==> config.mk <==
export PLATFORM = sky130hd
export DESIGN_NAME = dbot_ctrl
export DESIGN_NICKNAME = d
export VERILOG_FILES = /design/src/rtl/dbot_pkg.sv /design/src/rtl/dbot_ctrl.sv
export SDC_FILE = /design/constraint.sdc
export NUM_CORES = 1
export LEC_CHECK = 0
export BUFFER_PORTS_ARGS = -buffer_cell sky130_fd_sc_hd__buf_2
export CORE_AREA = 3 3 40 42
export CTS_BUF_LIST = sky130_fd_sc_hd__clkbuf_4 sky130_fd_sc_hd__clkbuf_8
export DETAILED_ROUTE_END_ITERATION = 6
export DIE_AREA = 0 0 43 45
export GPL_ROUTABILITY_DRIVEN = 0
export PLACE_DENSITY = 0.7
export SYNTH_ARGS = -nofsm -noshare
export SYNTH_HDL_FRONTEND = slang
export SYNTH_SLANG_ARGS = --single-unit
==> constraint.sdc <==
create_clock -name clock -period 1.7 [get_ports clock]
set_input_delay 0.17 -clock clock [delete_from_list [all_inputs] [get_ports clock]]
set_output_delay 0.17 -clock clock [all_outputs]
set_load 0.03 [all_outputs]
==> src/rtl/dbot_pkg.sv <==
`timescale 1ns / 1ps
`default_nettype none
// Shared constants, codes and types of the depth-bucket ordering table.
// Used by the interfaces, controller, datapath and top level; depends on nothing.
package dbot_pkg;

   localparam int Z_BUCKETS    = 256;
   localparam int POOL_ENTRIES = 1024;

   localparam int BUCKET_W = $clog2(Z_BUCKETS);
   localparam int ENTRY_W  = $clog2(POOL_ENTRIES);
   localparam int COUNT_W  = $clog2(POOL_ENTRIES + 1);
   localparam int HANDLE_W = 32;
   localparam int DEPTH_W  = 32;

   localparam logic [BUCKET_W-1:0]       BUCKET_TOP       = BUCKET_W'(Z_BUCKETS - 1);
   localparam logic signed [DEPTH_W-1:0] BUCKET_TOP_DEPTH = DEPTH_W'(Z_BUCKETS - 1);
   localparam logic [COUNT_W-1:0]        POOL_LIMIT       = COUNT_W'(POOL_ENTRIES);

   typedef enum logic [1:0] {
      ACT_CLEAR  = 2'd0,
      ACT_ADD    = 2'd1,
      ACT_REWIND = 2'd2,
      ACT_NEXT   = 2'd3
   } action_type;

   typedef enum logic [1:0] {
      ST_OK   = 2'd0,
      ST_FULL = 2'd1,
      ST_END  = 2'd2
   } status_type;

   typedef struct packed {
      logic                link_valid;
      logic [ENTRY_W-1:0]  link;
      logic [HANDLE_W-1:0] handle;
   } entry_type;

   typedef struct packed {
      logic capture;
      logic clear;
      logic rewind;
      logic add_rd;
      logic add_wr;
      logic set_full;
      logic scan_step;
      logic head_fwd;
      logic entry_take;
      logic set_end;
      logic out_load;
   } cmd_type;

   typedef struct packed {
      logic pool_full;
      logic cursor_valid;
      logic cursor_done;
      logic bucket_live;
      logic out_free;
   } stat_type;

endpackage
`default_nettype wire

==> src/rtl/dbot_ctrl.sv <==
`timescale 1ns / 1ps
`default_nettype none
// Sequencing state machine of the ordering table.
// Depends on dbot_pkg; drives the datapath through cmd_type and reads stat_type.
module dbot_ctrl
   import dbot_pkg::*;
(
   input  wire logic       clock,
   input  wire logic       reset,
   input  wire logic       req_valid,
   input  wire logic [1:0] req_action,
   output logic            req_ready,
   input  wire stat_type   stat,
   output cmd_type         cmd
);

   typedef enum logic [3:0] {
      S_IDLE,
      S_CLEAR,
      S_REWIND,
      S_ADD_RD,
      S_ADD_WR,
      S_NEXT,
      S_SCAN,
      S_HEAD_WAIT,
      S_ENTRY_WAIT,
      S_RESP
   } state_type;

   state_type  state_ff;
   state_type  state_in;
   action_type action;

   assign action    = action_type'(req_action);
   assign req_ready = (state_ff == S_IDLE);

   always_ff @(posedge clock) begin
      if (reset) begin
         state_ff <= S_IDLE;
      end else begin
         state_ff <= state_in;
      end
   end

   always_comb begin
      cmd      = '0;
      state_in = state_ff;
      unique case (state_ff)
         S_IDLE: begin
            if (req_valid) begin
               cmd.capture = 1'b1;
               unique case (action)
                  ACT_CLEAR:  state_in = S_CLEAR;
                  ACT_ADD:    state_in = S_ADD_RD;
                  ACT_REWIND: state_in = S_REWIND;
                  ACT_NEXT:   state_in = S_NEXT;
                  default:    state_in = S_IDLE;
               endcase
            end
         end
         S_CLEAR: begin
            cmd.clear = 1'b1;
            state_in  = S_RESP;
         end
         S_REWIND: begin
            cmd.rewind = 1'b1;
            state_in   = S_RESP;
         end
         S_ADD_RD: begin
            if (stat.pool_full) begin
               cmd.set_full = 1'b1;
               state_in     = S_RESP;
            end else begin
               cmd.add_rd = 1'b1;
               state_in   = S_ADD_WR;
            end
         end
         S_ADD_WR: begin
            cmd.add_wr = 1'b1;
            state_in   = S_RESP;
         end
         S_NEXT: begin
            if (stat.cursor_valid) begin
               state_in = S_ENTRY_WAIT;
            end else begin
               state_in = S_SCAN;
            end
         end
         S_SCAN: begin
            if (stat.cursor_done) begin
               cmd.set_end = 1'b1;
               state_in    = S_RESP;
            end else begin
               cmd.scan_step = 1'b1;
               if (stat.bucket_live) begin
                  state_in = S_HEAD_WAIT;
               end
            end
         end
         S_HEAD_WAIT: begin
            cmd.head_fwd = 1'b1;
            state_in     = S_ENTRY_WAIT;
         end
         S_ENTRY_WAIT: begin
            cmd.entry_take = 1'b1;
            state_in       = S_RESP;
         end
         S_RESP: begin
            if (stat.out_free) begin
               cmd.out_load = 1'b1;
               state_in     = S_IDLE;
            end
         end
         default: state_in = S_IDLE;
      endcase
   end

endmodule
`default_nettype wire

; ---- After elaboration in Yosys (flattened, before gate mapping)
; Index checks and enable logic that the tools add are counted.
[op_classes]
n_reduce_logical = 4
mux = 25
n_eq_ne = 15
[ops]
columns = operator, count
row1 = $pmux W4 S7, 1
row2 = $mux W4, 6
row3 = $mux W1, 17
row4 = $eq A4 B3 Y1 const B, 4
row5 = $pmux W4 S4, 1
row6 = $eq A4 B2 Y1 const B, 2
row7 = $eq A4 B4 Y1 const B, 2
row8 = $eq A2 B2 Y1 const B, 2
row9 = $eq A4 B1 Y1 const B, 1
row10 = $logic_not A4 Y1, 1
row11 = $ne A2 B2 Y1 const B, 2
row12 = $reduce_or A4 Y1, 1
row13 = $ne A3 B3 Y1 const B, 1
row14 = $reduce_and A3 Y1, 1
row15 = $eq A2 B1 Y1 const B, 1
row16 = $logic_not A2 Y1, 1
[totals]
register_bits = 4
output_inout_bits = 12
wordCells = 45
input_bits = 10

; ---- Longest topological paths before layout
; Gate-level depths: netlist of run 1.
[depth]
depth_word = 4
ltp_mapped = 5
mapped_depth_nobuf = 5

; ---- Worst setup path after synthesis of run 1
; Ideal clock, no wire load.
[synth_path]
path_type = register to output
from = register state_ff[2]
to = output port cmd[10] (netlist bit)
setup_slack_ns = -0.502
arrival_time_ns = 2.032
stages_incl_launch_ff = 4
required_time_ns = 1.530
n_path_buf = 1
cell_sequence = dfxtp_1 buf_6 nor4_1 and2_1
[synth_rtl]
columns = item, line_no
row1 = start: declaration, dbot_ctrl.sv:30  ; state_type state_ff;
row2 = start signal: assignment, dbot_ctrl.sv:41  ; state_ff <= state_in;
row3 = end: declaration, dbot_ctrl.sv:14  ; output cmd_type cmd

==> impl_results.md, run 1 <==
- Data arrival, critical path: 1430 ps
- Worst skew pair latency: 230 ps
- Total Neg Setup Slack: 0 ps
- Die height: 45 um
- Sink Count: 4
- Core area: 1280 um2
- Crit path launch type: flip-flop
- Met1 wire length: 490 um
- DRT Pass-1 Iters: 4
- Post-Syn Area per Cell: 7.22 um2
- DP HPWL: 877 um
- Vias: 521
- Metal3 WL: 97 um
- Crit share post-route: 93.9%
- Post-synth net total: 68
- Vias/cell: 5.43
- Remaining global-route overflow: 0
- Htree depth: 1
- Final Max Tran Viols: 0
- Post-Route Skew: about 0.34 ps
- First-pass GRT wire length: approximately 1.9 mm
- IO Pins: 22
- Clock buffer count from CTS: 3
- Cts hold-fix bufs: 0
- Top layer used by detailed routing: met4
- RSZ-0062 raised after global routing: no
- Status: complete, no violations
- Post-synthesis cell type count: 26
- Synth Cell Area: 404 um2
- Worst-path clk slew: 40 ps
- Top reg by flops: state_ff
- Max FFs per register: 4
- Final core utilization: approximately 45%
- Post-route ant nets: 0
- Leakage: ~0.29 nW
- Initial DRC count: 24
- Maximum vdd drop: between 0.4 and 0.5 mV
- Layout cells sized above 1: 40.7%
- Fillers: 139
- Max-Cap Viols: 0
- WL final: 1.12 mm
- Power Dens Cells: between 1500 and 2000 nW/um2
- Rel. slew slack: 80.3%
- Min Hold Slack: ~160 ps
- Vias in the first global route: 450
- Seq/Total Area, Yosys: just under 20%
- GRT Total Usage: 13.0%
- Post-Synthesis Cells: 56
- Pin count of the biggest net entering global routing: 15
- Fin nets: 95
- Worst-Margin Slew: 293 ps
- Critical path peak fanout: 7
- Postcts setup bufs: 0
- Post-CTS sizing: 0
- Area growth from synthesis to layout: 43.0%
- Fmax achieved: ~630 MHz
- Die area: roughly 1900 um2
- Final hold viol count: 0
- CTS tree: built
- Diodes inserted: 0
- Die width: 43 um
- Min-Delay Path Class: input port to flip-flop
- CTS max path bufs: 2
- Final setup viols: 0
- Critical Path RT: 1530 ps
- Synthesis Warnings: 0
- Clock root cell: clkbuf_4
- Starting density of the core: 31.5%
- Met2 WL: 525 um
- #FFs+latches synth: 4
- Antenna violations before repair: 0
- Row cnt: 13
- Final min period: 1600 ps
- Largest regs: state_ff: 4 flops
- Residual DRC: 0
- Wire per inst: 11.6 um
- PortBufs: 21
- Setup crit end kind: output pin
- Setup CP Type: flip-flop to output pin
cells in the mapped netlist:
master | number | share of area (%)
nor3_1 | 8 | 9.9
inv_1 | 6 | 5.6
dfxtp_1 | 4 | 20
nor2_1 | 4 | 3.7
or3_1 | 4 | 6.2
a21oi_1 | 3 | 3.7
nand2b_1 | 3 | 4.6
buf_2 | 2 | 2.5
ha_1 | 2 | 6.2
nand2_1 | 2 | 1.9
nand3_1 | 2 | 2.5
nor4_1 | 2 | 3.1
a2111oi_2 | 1 | 3.7
a211o_1 | 1 | 2.2
a31oi_1 | 1 | 1.5
and2_1 | 1 | 1.5
buf_6 | 1 | 2.8
clkbuf_1 | 1 | 0.93
nand3b_1 | 1 | 1.9
nand4_1 | 1 | 1.5
nor3b_1 | 1 | 1.9
o21a_1 | 1 | 1.9
o21ai_0 | 1 | 1.2
o311a_1 | 1 | 2.5
o32ai_2 | 1 | 4.0
or3_4 | 1 | 2.8
power breakdown:
part	internal [mW]	switching [mW]	leakage, nW	total [mW]
Sequential	0.126	0.0378	0.0330	0.164
Clock	0.0788	0.0360	0.0138	0.115
Combinational	0.242	0.373	0.239	0.615
final timing paths:
path / slack [ps] / from / cells past startpoint / to
worst max register to register: 320 / state_ff[1] / 3 / state_ff[0]
worst min-delay path: 160 / reset / 2 / state_ff[3]
worst min register to register: 640 / state_ff[2] / 2 / state_ff[2]
worst max-delay path: 100 / state_ff[2] / 4 / cmd[10]
cells by family (layout without fill, tap and decap cells):
| logic type | count (synthesis) | count (layout) | share of synthesized area (%) |
|---|---|---|---|
| buf+inv | 10 | 35 | 11.8 |
| fa+ha+maj | 2 | 2 | 6.19 |
| flops | 4 | 4 | 19.8 |
| simple gates | 30 | 30 | 41.5 |
| compound gates | 10 | 10 | 20.7 |
cell type report:
| type | count | area [um2] | share of cell area (%) |
|---|---|---|---|
| inverters | 6 | 22.5 | 3.90 |
| clock buffers | 3 | 22.5 | 3.90 |
| flip-flops and latches | 4 | 80.1 | 13.9 |
| well taps | 15 | 18.8 | 3.25 |
| repair buffers | 26 | 143 | 24.7 |
| multi-input cells | 42 | 292 | 50.4 |
routing by layer:
layer | GRT usage, % | vias up
met5 | 0 | -
met4 | 7.23 | 0
met3 | 1.99 | 2
met2 | 21.9 | 27
met1 | 15.9 | 237
li1 | - | 255
critical path, cell delays in order (launching register included):
cell	delay, ps
dfxtp_1	310
buf_4	170
nor4_4	350
and2_1	170
buf_2	190
layout by cell type (no fill, tap or decap), types with 2 or more instances in the layout:
master | netlist | layout
nand3_1 | 2 | 2
nor2_1 | 4 | 4
nand2b_1 | 3 | 3
nand2_1 | 2 | 2
or3_1 | 4 | 4
ha_1 | 2 | 2
nor3_1 | 8 | 8
a21oi_1 | 3 | 3
buf_4 | 0 | 5
buf_2 | 2 | 21
inv_1 | 6 | 6
dfxtp_1 | 4 | 4
clkbuf_4 | 0 | 3
per-stage QoR:
step	instance area, um2	power, mW	worst slack (ps)	std cells
after floorplan	419	0.619	8.18	56
after global placement	556	0.777	333	93
after detailed placement	556	0.775	325	93
after CTS	578	0.900	81.7	96
after global routing	578	0.963	1.90	96
final	578	0.894	103	96
Power figures use the tool's default switching activity.
==> run 2: changes to the inputs <==
--- a/config.mk
+++ b/config.mk
@@ -6,12 +6,14 @@
 export NUM_CORES = 1
 export LEC_CHECK = 0
 export BUFFER_PORTS_ARGS = -buffer_cell sky130_fd_sc_hd__buf_2
+export CAP_MARGIN = 20
 export CORE_AREA = 3 3 40 42
 export CTS_BUF_LIST = sky130_fd_sc_hd__clkbuf_4 sky130_fd_sc_hd__clkbuf_8
 export DETAILED_ROUTE_END_ITERATION = 6
 export DIE_AREA = 0 0 43 45
 export GPL_ROUTABILITY_DRIVEN = 0
-export PLACE_DENSITY = 0.7
+export GPL_TIMING_DRIVEN = 0
+export PLACE_DENSITY = 0.72
 export SYNTH_ARGS = -nofsm -noshare
 export SYNTH_HDL_FRONTEND = slang
 export SYNTH_SLANG_ARGS = --single-unit
==> constraint.sdc (replaced) <==
create_clock -name clock -period 1.4 [get_ports clock]
set_input_delay 0.14 -clock clock [delete_from_list [all_inputs] [get_ports clock]]
set_output_delay 0.14 -clock clock [all_outputs]
set_load 0.03 [all_outputs]
==> impl_results.md, run 2 (same netlist as run 1, synthesis figures left out) <==
- IO Pins: 22 (unchanged)
- Data arrival, critical path: 1670 ps (+240 ps)
- GRT Total Usage: 13.5% (+0.48 points)
- Fmax achieved: 663 MHz
- Final min period: 1510 ps
- Final Max Tran Viols: 0 (unchanged)
- Worst skew pair latency: 240 ps (about the same)
- Vias in the first global route: 466 (+3.6%)
- CTS tree: built
- Final hold viol count: 0 (unchanged)
- Max FFs per register: 4 (unchanged)
- Worst-Margin Slew: 298 ps (+5.81 ps)
- Setup crit end kind: flip-flop
- Post-route ant nets: 0 (unchanged)
- Max-Cap Viols: 0 (unchanged)
- Setup CP Type: flip-flop to flip-flop
- Failing checks: setup timing
- Layout cells sized above 1: 60.0% (+19 points)
- Vias: 535 (+2.7%)
- Wire per inst: 14.7 um (+27%)
- Core area: 1280 um2 (unchanged)
- RSZ-0062 raised after global routing: yes
- Multi-input gate area: 367 um2 (+26%)
- Maximum vdd drop: 0.797 mV (+64%)
- Final WS setup: -107 ps (-210 ps)
- Top layer used by detailed routing: met4
- Remaining global-route overflow: 0 (unchanged)
- Clock root cell: clkbuf_4
- Die height: 45 um (unchanged)
- Die area: 1940 um2 (unchanged)
- Row cnt: 13 (unchanged)
- Fillers: 113 (-19%)
- Placed cell areas: 559 um2 (+0.68%)
- Residual DRC: 0 (unchanged)
- Status: finished with violations
- FF+latch area: 87.6 um2 (+9.4%)
- DRT Pass-1 Iters: 4 (unchanged)
- Largest regs: state_ff: 4 flops
- PortBufs: 21 (unchanged)
- Final Cell Area: 742 um2 (+28%)
- Met2 WL: 758 um (+44%)
- WL final: 1.47 mm (+32%)
- Post-Route Skew: 5.10 ps (+4.76 ps)
- Area growth from synthesis to layout: 83.6%
- Cts hold-fix bufs: 0 (unchanged)
- Min-Delay Path Class: input port to flip-flop
- Critical path peak fanout: 6 (-1)
- Tot Pwr: 1.35 mW (+51%)
- Final setup viols: 6 (+6)
- Fin nets: 99 (+4.2%)
- Met1 wire length: 624 um (+27%)
- Power Dens Cells: 1820 nW/um2 (+18%)
- Initial DRC count: 8 (-67%)
- Worst-path clk slew: 40 ps (about the same)
- Leakage: 0.329 nW (+15%)
- Total Neg Setup Slack: -514 ps (-514 ps)
- Sink Count: 4 (unchanged)
- Clock buffer count from CTS: 3 (unchanged)
- Die width: 43 um (unchanged)
- Diodes inserted: 0 (unchanged)
- CTS max path bufs: 2 (unchanged)
- Top reg by flops: state_ff
- Vias/cell: 5.35 (-1.4%)
- Rel. slew slack: 80.1% (-0.24 points)
- Min Hold Slack: 111 ps (-46.3 ps)
- First-pass GRT wire length: 1.96 mm (+2.9%)
- Antenna violations before repair: 0 (unchanged)
- Crit path launch type: flip-flop
- Most frequent cells in the layout: buf_2 (12), buf_4 (12), buf_6 (5), nor3_2 (5), inv_1 (5)
- Crit share post-route: 108%
- Metal3 WL: 81 um (-16%)
- Htree depth: 1 (unchanged)
- Critical Path RT: 1560 ps (+30 ps)
- Final core utilization: 57.7% (+13 points)
- DP HPWL: 854 um (-2.6%)
- Pin count of the biggest net entering global routing: 11 (-4)
- Starting density of the core: 31.5% (unchanged)
run 2: changes by cell type in the layout (fill, tap and decap cells not counted), sizes merged:
cell  before  now
buf       26   30
run 2: final cells by class:
type                            count  area share (%)
Inverter                            6            3.37
Multi-Input combinational cell     42            49.4
Sequential cell                     4            11.8
Tap cell                           15            2.53
Clock buffer                        3            3.04
Timing Repair Buffer               26            24.1
Buffer                              4            5.73
run 2: worst max-delay path, cell delays in order (launching register included):
cell     delay [ps]
dfxtp_1         300
buf_6           130
or3_4           370
a211o_1         360
buf_4           160
a21oi_1         110
run 2: report_power, final:
part | switching [mW] | internal [mW] | leakage [nW]
combinational | 0.553 | 0.425 | 0.281
sequential | 0.0586 | 0.167 | 0.0341
clock | 0.0511 | 0.0961 | 0.0138
run 2: final timing paths:
kind	startpoint	end	slack [ps]	depth (start not counted)
setup reg to reg	state_ff[2]	state_ff[1]	-110	5
hold / removal	reset	state_ff[3]	110	2
hold reg to reg	state_ff[0]	state_ff[1]	630	3
setup / recovery	state_ff[2]	state_ff[1]	-110	5
run 2: what timing repair did:
item / in CTS / in global routing
gates resized for setup: 21 / 19
buffers inserted: 4 / 1
pin swaps: 1 / 3
setup endpoints to repair: 15 / 15
run 2: stage by stage:
stage               std cells  setup slack, ps
floorplan                  56             -159
global placement           92             -117
detailed placement         92             -139
CTS                        99            -92.0
global route              100             -149
finish                    100             -107
run 2: metal layers:
metal,global-route usage (%),up-vias
met5,0,-
met4,1.81,0
met3,5.18,2
met2,25.1,19
met1,14.9,254
li1,-,260
